File: src/design/tclru_pkg.sv
`timescale 1ns / 1ps
// ----------------------------------------------------------------------------
// Tile cache package
// Shared item types, operation codes and sequencer states.
// ----------------------------------------------------------------------------
package tclru_pkg;

  localparam int ZOOM_W = 5;
  localparam int COORD_W = 16;
  localparam int SLOT_W = 4;
  localparam int TAG_W = ZOOM_W + 2 * COORD_W;

  localparam logic OP_LOOKUP = 1'b0;
  localparam logic OP_RECORD = 1'b1;

  typedef struct packed {
    logic               opcode;
    logic [ZOOM_W-1:0]  tile_zoom;
    logic [COORD_W-1:0] tile_col;
    logic [COORD_W-1:0] tile_row;
    logic [SLOT_W-1:0]  load_slot;
    logic               load_good;
  } in_item_t;

  typedef struct packed {
    logic              hit;
    logic [SLOT_W-1:0] slot;
    logic              data_ready;
    logic              need_load;
  } out_item_t;

  typedef enum logic [1:0] {
    S_IDLE,
    S_SCAN,
    S_WRITE
  } seq_state_t;

endpackage

File: src/design/tclru_ram.sv
`timescale 1ns / 1ps
// ----------------------------------------------------------------------------
// Tile cache RAM
// Generic single-write, single-read memory with registered read data.
// ----------------------------------------------------------------------------
module tclru_ram #(
  parameter int WIDTH = 8,
  parameter int DEPTH = 16
) (
  input  logic                                 clk,
  input  logic                                 we,
  input  logic [(DEPTH > 1 ? $clog2(DEPTH) : 1)-1:0] waddr,
  input  logic [WIDTH-1:0]                     wdata,
  input  logic [(DEPTH > 1 ? $clog2(DEPTH) : 1)-1:0] raddr,
  output logic [WIDTH-1:0]                     rdata
);

  logic [WIDTH-1:0] mem [0:DEPTH-1];

  always_ff @(posedge clk) begin
    if (we) begin
      mem[waddr] <= wdata;
    end
    rdata <= mem[raddr];
  end

endmodule

File: src/design/tile_cache_lru_lookup.sv
`timescale 1ns / 1ps
// ----------------------------------------------------------------------------
// Tile cache LRU lookup
// Fully associative tag directory for map tiles with least-recently-used
// replacement, scanned one entry per cycle through a single compare unit.
// ----------------------------------------------------------------------------
// Usage:
//   Input channel: present in_item and raise start; the item is taken at an
//   edge where start is high and busy is low. busy stays high until the
//   sequencer is back in idle.
//   Result channel: out_strobe is high for exactly one cycle with out_item.
//   The receiver cannot stall it, so capture it on that cycle.
//   Config channel: cfg_data[0] is the cache enable, written on
//   cfg_valid & cfg_ready; cfg_ready is always high. Write only when idle.
// Timing:
//   A lookup reads the tag/stamp RAM at most once per valid entry. A miss
//   scans every valid entry, a hit stops at the matching entry, and a
//   lookup on an empty directory goes straight to the write; the result
//   strobe is registered from the write state. A record operation, or any
//   operation while disabled, gives its result in the cycle after accept
//   and busy never rises.
// Reset:
//   Synchronous active-low rst_n empties the directory (fill count zero),
//   clears the loaded flags and the access counter, and enables the cache.
//   Valid entries always form a prefix, so a fill count stands in for valid bits.
// ----------------------------------------------------------------------------
module tile_cache_lru_lookup
  import tclru_pkg::*;
#(
  parameter int ENTRIES = 16,
  parameter int STAMP_BITS = 32
) (
  input  logic      clk,
  input  logic      rst_n,
  input  logic      start,
  output logic      busy,
  input  in_item_t  in_item,
  output logic      out_strobe,
  output out_item_t out_item,
  input  logic      cfg_valid,
  output logic      cfg_ready,
  input  logic      cfg_data
);

  localparam int IDX_W = (ENTRIES > 1) ? $clog2(ENTRIES) : 1;
  localparam int CNT_W = $clog2(ENTRIES + 1);
  localparam int WORD_W = TAG_W + STAMP_BITS;

  seq_state_t state_r, state_nxt;

  logic [CNT_W-1:0]      fill_r, fill_nxt;
  logic [CNT_W-1:0]      addr_r, addr_nxt;
  logic [CNT_W-1:0]      rd_idx_r, rd_idx_nxt;
  logic                  rd_vld_r, rd_vld_nxt;
  logic [ENTRIES-1:0]    loaded_r, loaded_nxt;
  logic [STAMP_BITS-1:0] cnt_r, cnt_nxt;
  logic                  en_r, en_nxt;
  logic [TAG_W-1:0]      req_r, req_nxt;
  logic                  hit_r, hit_nxt;
  logic [IDX_W-1:0]      tgt_r, tgt_nxt;
  logic                  have_min_r, have_min_nxt;
  logic [STAMP_BITS-1:0] oldest_r, oldest_nxt;
  logic [IDX_W-1:0]      min_idx_r, min_idx_nxt;
  logic                  out_strobe_r, out_strobe_nxt;
  out_item_t             out_item_r, out_item_nxt;

  // RAM word: tag on top, stamp below
  logic                  ram_we;
  logic [WORD_W-1:0]     ram_wdata;
  logic [WORD_W-1:0]     ram_rdata;
  logic [TAG_W-1:0]      rd_tag;
  logic [STAMP_BITS-1:0] rd_stamp;
  logic [STAMP_BITS-1:0] cnt_inc;

  logic                  take_min;
  logic                  rd_last;
  logic [CNT_W+SLOT_W-1:0] ls_ext;
  logic [CNT_W+SLOT_W-1:0] fill_ext;
  logic [IDX_W+SLOT_W-1:0] slot_ext;

  assign rd_tag    = ram_rdata[WORD_W-1 -: TAG_W];
  assign rd_stamp  = ram_rdata[STAMP_BITS-1:0];
  assign cnt_inc   = cnt_r + STAMP_BITS'(1);
  assign ram_wdata = {req_r, cnt_inc};
  assign take_min  = !have_min_r || (rd_stamp < oldest_r);
  assign rd_last   = (rd_idx_r + CNT_W'(1)) == fill_r;
  assign ls_ext    = {{CNT_W{1'b0}}, in_item.load_slot};
  assign fill_ext  = {{SLOT_W{1'b0}}, fill_r};
  assign slot_ext  = {{SLOT_W{1'b0}}, tgt_r};

  tclru_ram #(
    .WIDTH (WORD_W),
    .DEPTH (ENTRIES)
  ) u_ram (
    .clk   (clk),
    .we    (ram_we),
    .waddr (tgt_r),
    .wdata (ram_wdata),
    .raddr (addr_r[IDX_W-1:0]),
    .rdata (ram_rdata)
  );

  assign busy       = (state_r != S_IDLE);
  assign cfg_ready  = 1'b1;
  assign out_strobe = out_strobe_r;
  assign out_item   = out_item_r;

  // Sequencer: next state, datapath updates and result
  always_comb begin
    state_nxt      = state_r;
    fill_nxt       = fill_r;
    addr_nxt       = addr_r;
    rd_idx_nxt     = addr_r;
    loaded_nxt     = loaded_r;
    cnt_nxt        = cnt_r;
    en_nxt         = en_r;
    req_nxt        = req_r;
    hit_nxt        = hit_r;
    tgt_nxt        = tgt_r;
    have_min_nxt   = have_min_r;
    oldest_nxt     = oldest_r;
    min_idx_nxt    = min_idx_r;
    out_strobe_nxt = 1'b0;
    out_item_nxt   = '0;
    ram_we         = 1'b0;

    if (cfg_valid && cfg_ready) begin
      en_nxt = cfg_data;
    end

    unique case (state_r)
      S_IDLE: begin
        if (start) begin
          req_nxt = {in_item.tile_zoom, in_item.tile_col, in_item.tile_row};
          // Disabled or record: all-zero result next cycle
          if (!en_r || in_item.opcode == OP_RECORD) begin
            out_strobe_nxt = 1'b1;
            if (en_r && ls_ext < fill_ext) begin
              loaded_nxt[ls_ext[IDX_W-1:0]] = in_item.load_good;
            end
          end else if (fill_r == '0) begin
            // Empty directory: claim entry zero straight away
            hit_nxt   = 1'b0;
            tgt_nxt   = '0;
            state_nxt = S_WRITE;
          end else begin
            addr_nxt     = '0;
            have_min_nxt = 1'b0;
            state_nxt    = S_SCAN;
          end
        end
      end

      S_SCAN: begin
        // Issue the next read while the previous one is compared
        if (addr_r < fill_r) begin
          addr_nxt = addr_r + CNT_W'(1);
        end
        if (rd_vld_r) begin
          if (rd_tag == req_r) begin
            hit_nxt   = 1'b1;
            tgt_nxt   = rd_idx_r[IDX_W-1:0];
            state_nxt = S_WRITE;
          end else begin
            if (take_min) begin
              have_min_nxt = 1'b1;
              oldest_nxt   = rd_stamp;
              min_idx_nxt  = rd_idx_r[IDX_W-1:0];
            end
            if (rd_last) begin
              hit_nxt = 1'b0;
              if (fill_r < CNT_W'(ENTRIES)) begin
                tgt_nxt = fill_r[IDX_W-1:0];
              end else if (take_min) begin
                tgt_nxt = rd_idx_r[IDX_W-1:0];
              end else begin
                tgt_nxt = min_idx_r;
              end
              state_nxt = S_WRITE;
            end
          end
        end
      end

      S_WRITE: begin
        // Stamp the entry; on a miss also write the tag and drop loaded
        ram_we  = 1'b1;
        cnt_nxt = cnt_inc;
        if (!hit_r) begin
          loaded_nxt[tgt_r] = 1'b0;
          if (CNT_W'(tgt_r) == fill_r) begin
            fill_nxt = fill_r + CNT_W'(1);
          end
        end
        out_strobe_nxt          = 1'b1;
        out_item_nxt.hit        = hit_r;
        out_item_nxt.slot       = slot_ext[SLOT_W-1:0];
        out_item_nxt.data_ready = hit_r && loaded_r[tgt_r];
        out_item_nxt.need_load  = !hit_r;
        state_nxt               = S_IDLE;
      end

      default: begin
        state_nxt = S_IDLE;
      end
    endcase

    rd_vld_nxt = (state_r == S_SCAN) && (state_nxt == S_SCAN) && (addr_r < fill_r);
  end

  always_ff @(posedge clk) begin
    if (!rst_n) begin
      state_r      <= S_IDLE;
      fill_r       <= '0;
      addr_r       <= '0;
      rd_vld_r     <= 1'b0;
      loaded_r     <= '0;
      cnt_r        <= '0;
      en_r         <= 1'b1;
      have_min_r   <= 1'b0;
      out_strobe_r <= 1'b0;
    end else begin
      state_r      <= state_nxt;
      fill_r       <= fill_nxt;
      addr_r       <= addr_nxt;
      rd_vld_r     <= rd_vld_nxt;
      loaded_r     <= loaded_nxt;
      cnt_r        <= cnt_nxt;
      en_r         <= en_nxt;
      have_min_r   <= have_min_nxt;
      out_strobe_r <= out_strobe_nxt;
    end
  end

  // Payload registers
  always_ff @(posedge clk) begin
    rd_idx_r   <= rd_idx_nxt;
    req_r      <= req_nxt;
    hit_r      <= hit_nxt;
    tgt_r      <= tgt_nxt;
    oldest_r   <= oldest_nxt;
    min_idx_r  <= min_idx_nxt;
    out_item_r <= out_item_nxt;
  end

  // Fill count never passes the directory size
  a_fill_bound : assert property (@(posedge clk) disable iff (!rst_n)
    fill_r <= CNT_W'(ENTRIES))
    else $error("fill count exceeds entries");

  // Compared data always belongs to a valid entry
  a_rd_valid : assert property (@(posedge clk) disable iff (!rst_n)
    rd_vld_r |-> (state_r == S_SCAN && rd_idx_r < fill_r))
    else $error("compare on an unused entry");

  // Every write cycle yields a result on the next cycle
  a_write_result : assert property (@(posedge clk) disable iff (!rst_n)
    state_r == S_WRITE |=> out_strobe)
    else $error("write without result");

  // Record and disabled items give an all-zero result in the next cycle, busy staying low
  a_quick_result : assert property (@(posedge clk) disable iff (!rst_n)
    (start && !busy && (!en_r || in_item.opcode == OP_RECORD)) |=>
      (out_strobe && !busy && out_item == '0))
    else $error("quick item did not return a zero result");

  // A hit result never asks for a load
  a_result_kind : assert property (@(posedge clk) disable iff (!rst_n)
    out_strobe |-> !(out_item.hit && out_item.need_load))
    else $error("hit and load request together");

endmodule

File: config.mk
export PLATFORM = sky130hd
export DESIGN_NAME = tile_cache_lru_lookup
export DESIGN_NICKNAME = d
export VERILOG_FILES = /design/src/design/tclru_pkg.sv /design/src/design/tclru_ram.sv /design/src/design/tile_cache_lru_lookup.sv
export SDC_FILE = /design/constraint.sdc
export NUM_CORES = 1
export LEC_CHECK = 0
export BUFFER_PORTS_ARGS = -buffer_cell sky130_fd_sc_hd__buf_4
export CAP_MARGIN = 10
export CORE_MARGIN = 2
export CORE_UTILIZATION = 45
export CTS_BUF_LIST = sky130_fd_sc_hd__clkbuf_4 sky130_fd_sc_hd__clkbuf_8
export DETAILED_ROUTE_END_ITERATION = 8
export PLACE_DENSITY = 0.56
export SYNTH_ARGS = -nofsm -noshare
export SYNTH_HDL_FRONTEND = slang
export SYNTH_SLANG_ARGS = --single-unit
export TNS_END_PERCENT = 10
File: constraint.sdc
create_clock -name clk -period 9.86 [get_ports clk]
set_clock_uncertainty 0.2 [all_clocks]
set_input_delay 1.479 -clock clk [delete_from_list [all_inputs] [get_ports clk]]
set_output_delay 1.479 -clock clk [all_outputs]
set_load 0.1 [all_outputs]
==> reports/qor.csv <==
stage,metric,value,unit
synthesis,netlist_top_cells_count,"edfxtp_1 (1182), mux4_2 (350), dfxtp_1 (145)",
synthesis,syn_nets,2501,
clocking,htreeDepth,4,
floorplan,num_rows,123,
final_layout,drive_gt1_frac,0.317,
sta,period_minus_slack,4120,ps
critical_path,crit_arrival,4640,ps
critical_path,cp_num_buf_inv,2,
placement,dpl_cell_area,53400,um^2
sta,worstMarginPinSlew,1200,ps
sta,finalSetupTns,0,ps
drt,firstDrtPassIters,5,
synthesis,synth.distinct_cells,56,
power_and_ir_drop,total_power,11.1,mW
critical_path,cp-end-kind,flop,
hold_path,hold_class,reg -> reg,
power_and_ir_drop,power_density,192,nW/um^2
global_routing,grt_max_degree,110,
drt,drt-vias-per-instance,5.60,
placement,place_inst,3903,
clocking,clk_transition_reported_paths,60,ps
placement,hpwl,58900,um
synthesis,ys_warn_count,0,
synthesis,synth-edff-count,1182,
clocking,hold_buffers,0,
sta,rsz0062_at_grt,no,
final_layout,fin_area,57900,um^2
drt,wl,117000,um
synthesis,seq_area_frac_synth,0.753,
synthesis,yosysMostFrequentCell,edfxtp_1,
final_layout,final_cells,4315,
outcome,status,"finished, final reports clean",
synthesis,synth_area,51000,um^2
synthesis,syn_area_per_cell,21.1,um^2
final_layout,design.final.nets,2722,
clocking,worstSkewPairLatency,870,ps
final_layout,fillers,8994,
synthesis,synthTopCellsByArea,"edfxtp_1 (70%), mux4_2 (15%), dfxtp_1 (5.7%)",
critical_path,cp_top_family,buffers and inverters,
final_layout,register_area,38400,um^2
floorplan,die_w,341,um
global_routing,grt_remaining_overflow,0,
sta,fmax,243,MHz
final_layout,area_growth,13.5,%
placement,port_buffers,56,
final_layout,multi_input_area,12100,um^2
critical_path,cpMaxStageDelayCell,buf_4,
final_layout,utilization,0.515,
floorplan,initial_core_util,0.454,
synthesis,async_flop_share,0,
clocking,cts_resized,0,
sta,slew_viol_final,0,
synthesis,yosys.area.top_type,edfxtp_1,
power_and_ir_drop,leakagePower,18.6,nW
critical_path,path_class,reg -> reg,
clocking,ctsRootBufferMaster,clkbuf_8,
critical_path,critPathLaunchType,flop,
floorplan,ios,58,
drt,drc,0,
drt,ant_nets,0,
critical_path,crit_required,10380,ps
run,maxCapViolations,0,
clocking,post-cts-setup-buffers,0,
clocking,cts_made_buffers,210,
sta,slew_headroom,0.197,
floorplan,core,112000,um^2
critical_path,crit_chain,"buf_4, buf_4, mux4_2, mux4_2",
placement,gp_congestion,0.795,
critical_path,critPathMaxFanout,69,
placement,dp_slack,5670,ps
floorplan,dieArea,116000,um^2
clocking,clockBufferDepth,3,
clocking,numClockSinks,1327,
clocking,cts_tree,built,
synthesis,dominantRegCellSynth,edfxtp_1,
sta,fin_ws,5740,ps
floorplan,die_y,341,um
synthesis,ys_seq_elements,1327,
critical_path,cpPeakStageDelay,930,ps
power_and_ir_drop,ir_worst_vdd,0.126,mV
drt,vias,24200,
sta,setup_violations,0,
sta,period_share,0.418,
global_routing,grt_pass1_wl,173000,um
global_routing,antenna_found_initial,4,
sta,worst_hold_slack,179,ps
synthesis,synth_top_area_frac,0.696,
drt,first_iter_violations,1907,
drt,wl_per_cell,27.2,um
synthesis,synthCells,2410,
global_routing,track_usage,0.205,
global_routing,grt_pass1_vias,25900,
sta,hold_viol,0,
-- cell families after synthesis --
family          Yosys count  synth area share
flops                  1327             0.753
buf+inv                 161            0.0126
other cells               1         0.0000736
compound gates          131            0.0187
fa+ha+maj                43            0.0106
mux                     362             0.157
simple gates            279            0.0294
xor+xnor                106            0.0182
-- layout make-up --
class,instances,share of cell area
diodes,4,0.000173
clock buffers,319,0.0670
clock inverters,73,0.00826
inverters,42,0.00272
multi-input cells,922,0.208
flip-flops and latches,1327,0.664
well taps,1500,0.0324
repair buffers,128,0.0172
-- final timing paths --
check                              start                       to  slack [ps]  cells past startpoint
setup / recovery  addr_r[1]$_SDFFE_PN0P_  u_ram.rdata[52]$_DFF_P_        5740                      4
hold / removal    addr_r[4]$_SDFFE_PN0P_      rd_idx_r[4]$_DFF_P_         180                      0
hold reg to reg   addr_r[4]$_SDFFE_PN0P_      rd_idx_r[4]$_DFF_P_         180                      0
setup reg to reg  addr_r[1]$_SDFFE_PN0P_  u_ram.rdata[52]$_DFF_P_        5740                      4
-- per-layer routing --
layer,global-route usage,wire length [um]
met5,0,13
met3,0.0343,5540
met2,0.346,59700
met4,0.0608,2420
met1,0.276,49600
-- state kept, by name, indices dropped and copies added (netlist names) --
name	flops
addr_r	5
cnt_r	32
en_r	1
fill_r	5
have_min_r	1
hit_r	1
loaded_r	16
min_idx_r	4
oldest_r	32
out_item	7
out_strobe	1
rd_idx_r	5
rd_vld_r	1
req_r	37
state_r	2
tgt_r	4
u_ram.mem	1104
u_ram.rdata	69
-- power breakdown --
group          switching, mW  internal (mW)  total, mW
sequential            0.0599           6.14       6.20
combinational         0.0951         0.0451      0.140
clock                   2.12           2.64       4.75
-- worst reg2reg max path, stage by stage, from the launching register on --
cell and delay (ps):
dfxtp_4 910, buf_4 910, buf_4 1030, mux4_2 440, mux4_2 490
-- cell usage in the layout, fill, tap and decap left out, types with 6 or more instances in the layout --
cell / synthesis / final
nor3_2: 1 / 10
nor4_1: 8 / 8
clkinv_2: 0 / 20
or3_1: 7 / 7
inv_1: 42 / 42
clkinv_1: 0 / 40
and2_1: 37 / 37
nor3_1: 20 / 11
nand2b_1: 20 / 20
mux2i_1: 7 / 7
nand3_1: 32 / 32
nor2_1: 50 / 42
buf_4: 1 / 125
clkbuf_8: 0 / 237
xor2_1: 30 / 30
nor2b_1: 11 / 10
ha_1: 43 / 43
edfxtp_1: 1182 / 1182
a22oi_1: 12 / 12
a21oi_1: 36 / 36
o221a_2: 15 / 15
a21o_1: 6 / 6
a21boi_0: 8 / 8
dfxtp_1: 145 / 141
nor2_4: 0 / 8
nand2_1: 44 / 44
clkbuf_4: 0 / 82
nand4_1: 27 / 27
xnor2_1: 76 / 75
o21ai_0: 32 / 32
mux4_2: 350 / 350
and3_1: 6 / 6
(Power assumes the default switching activity.)
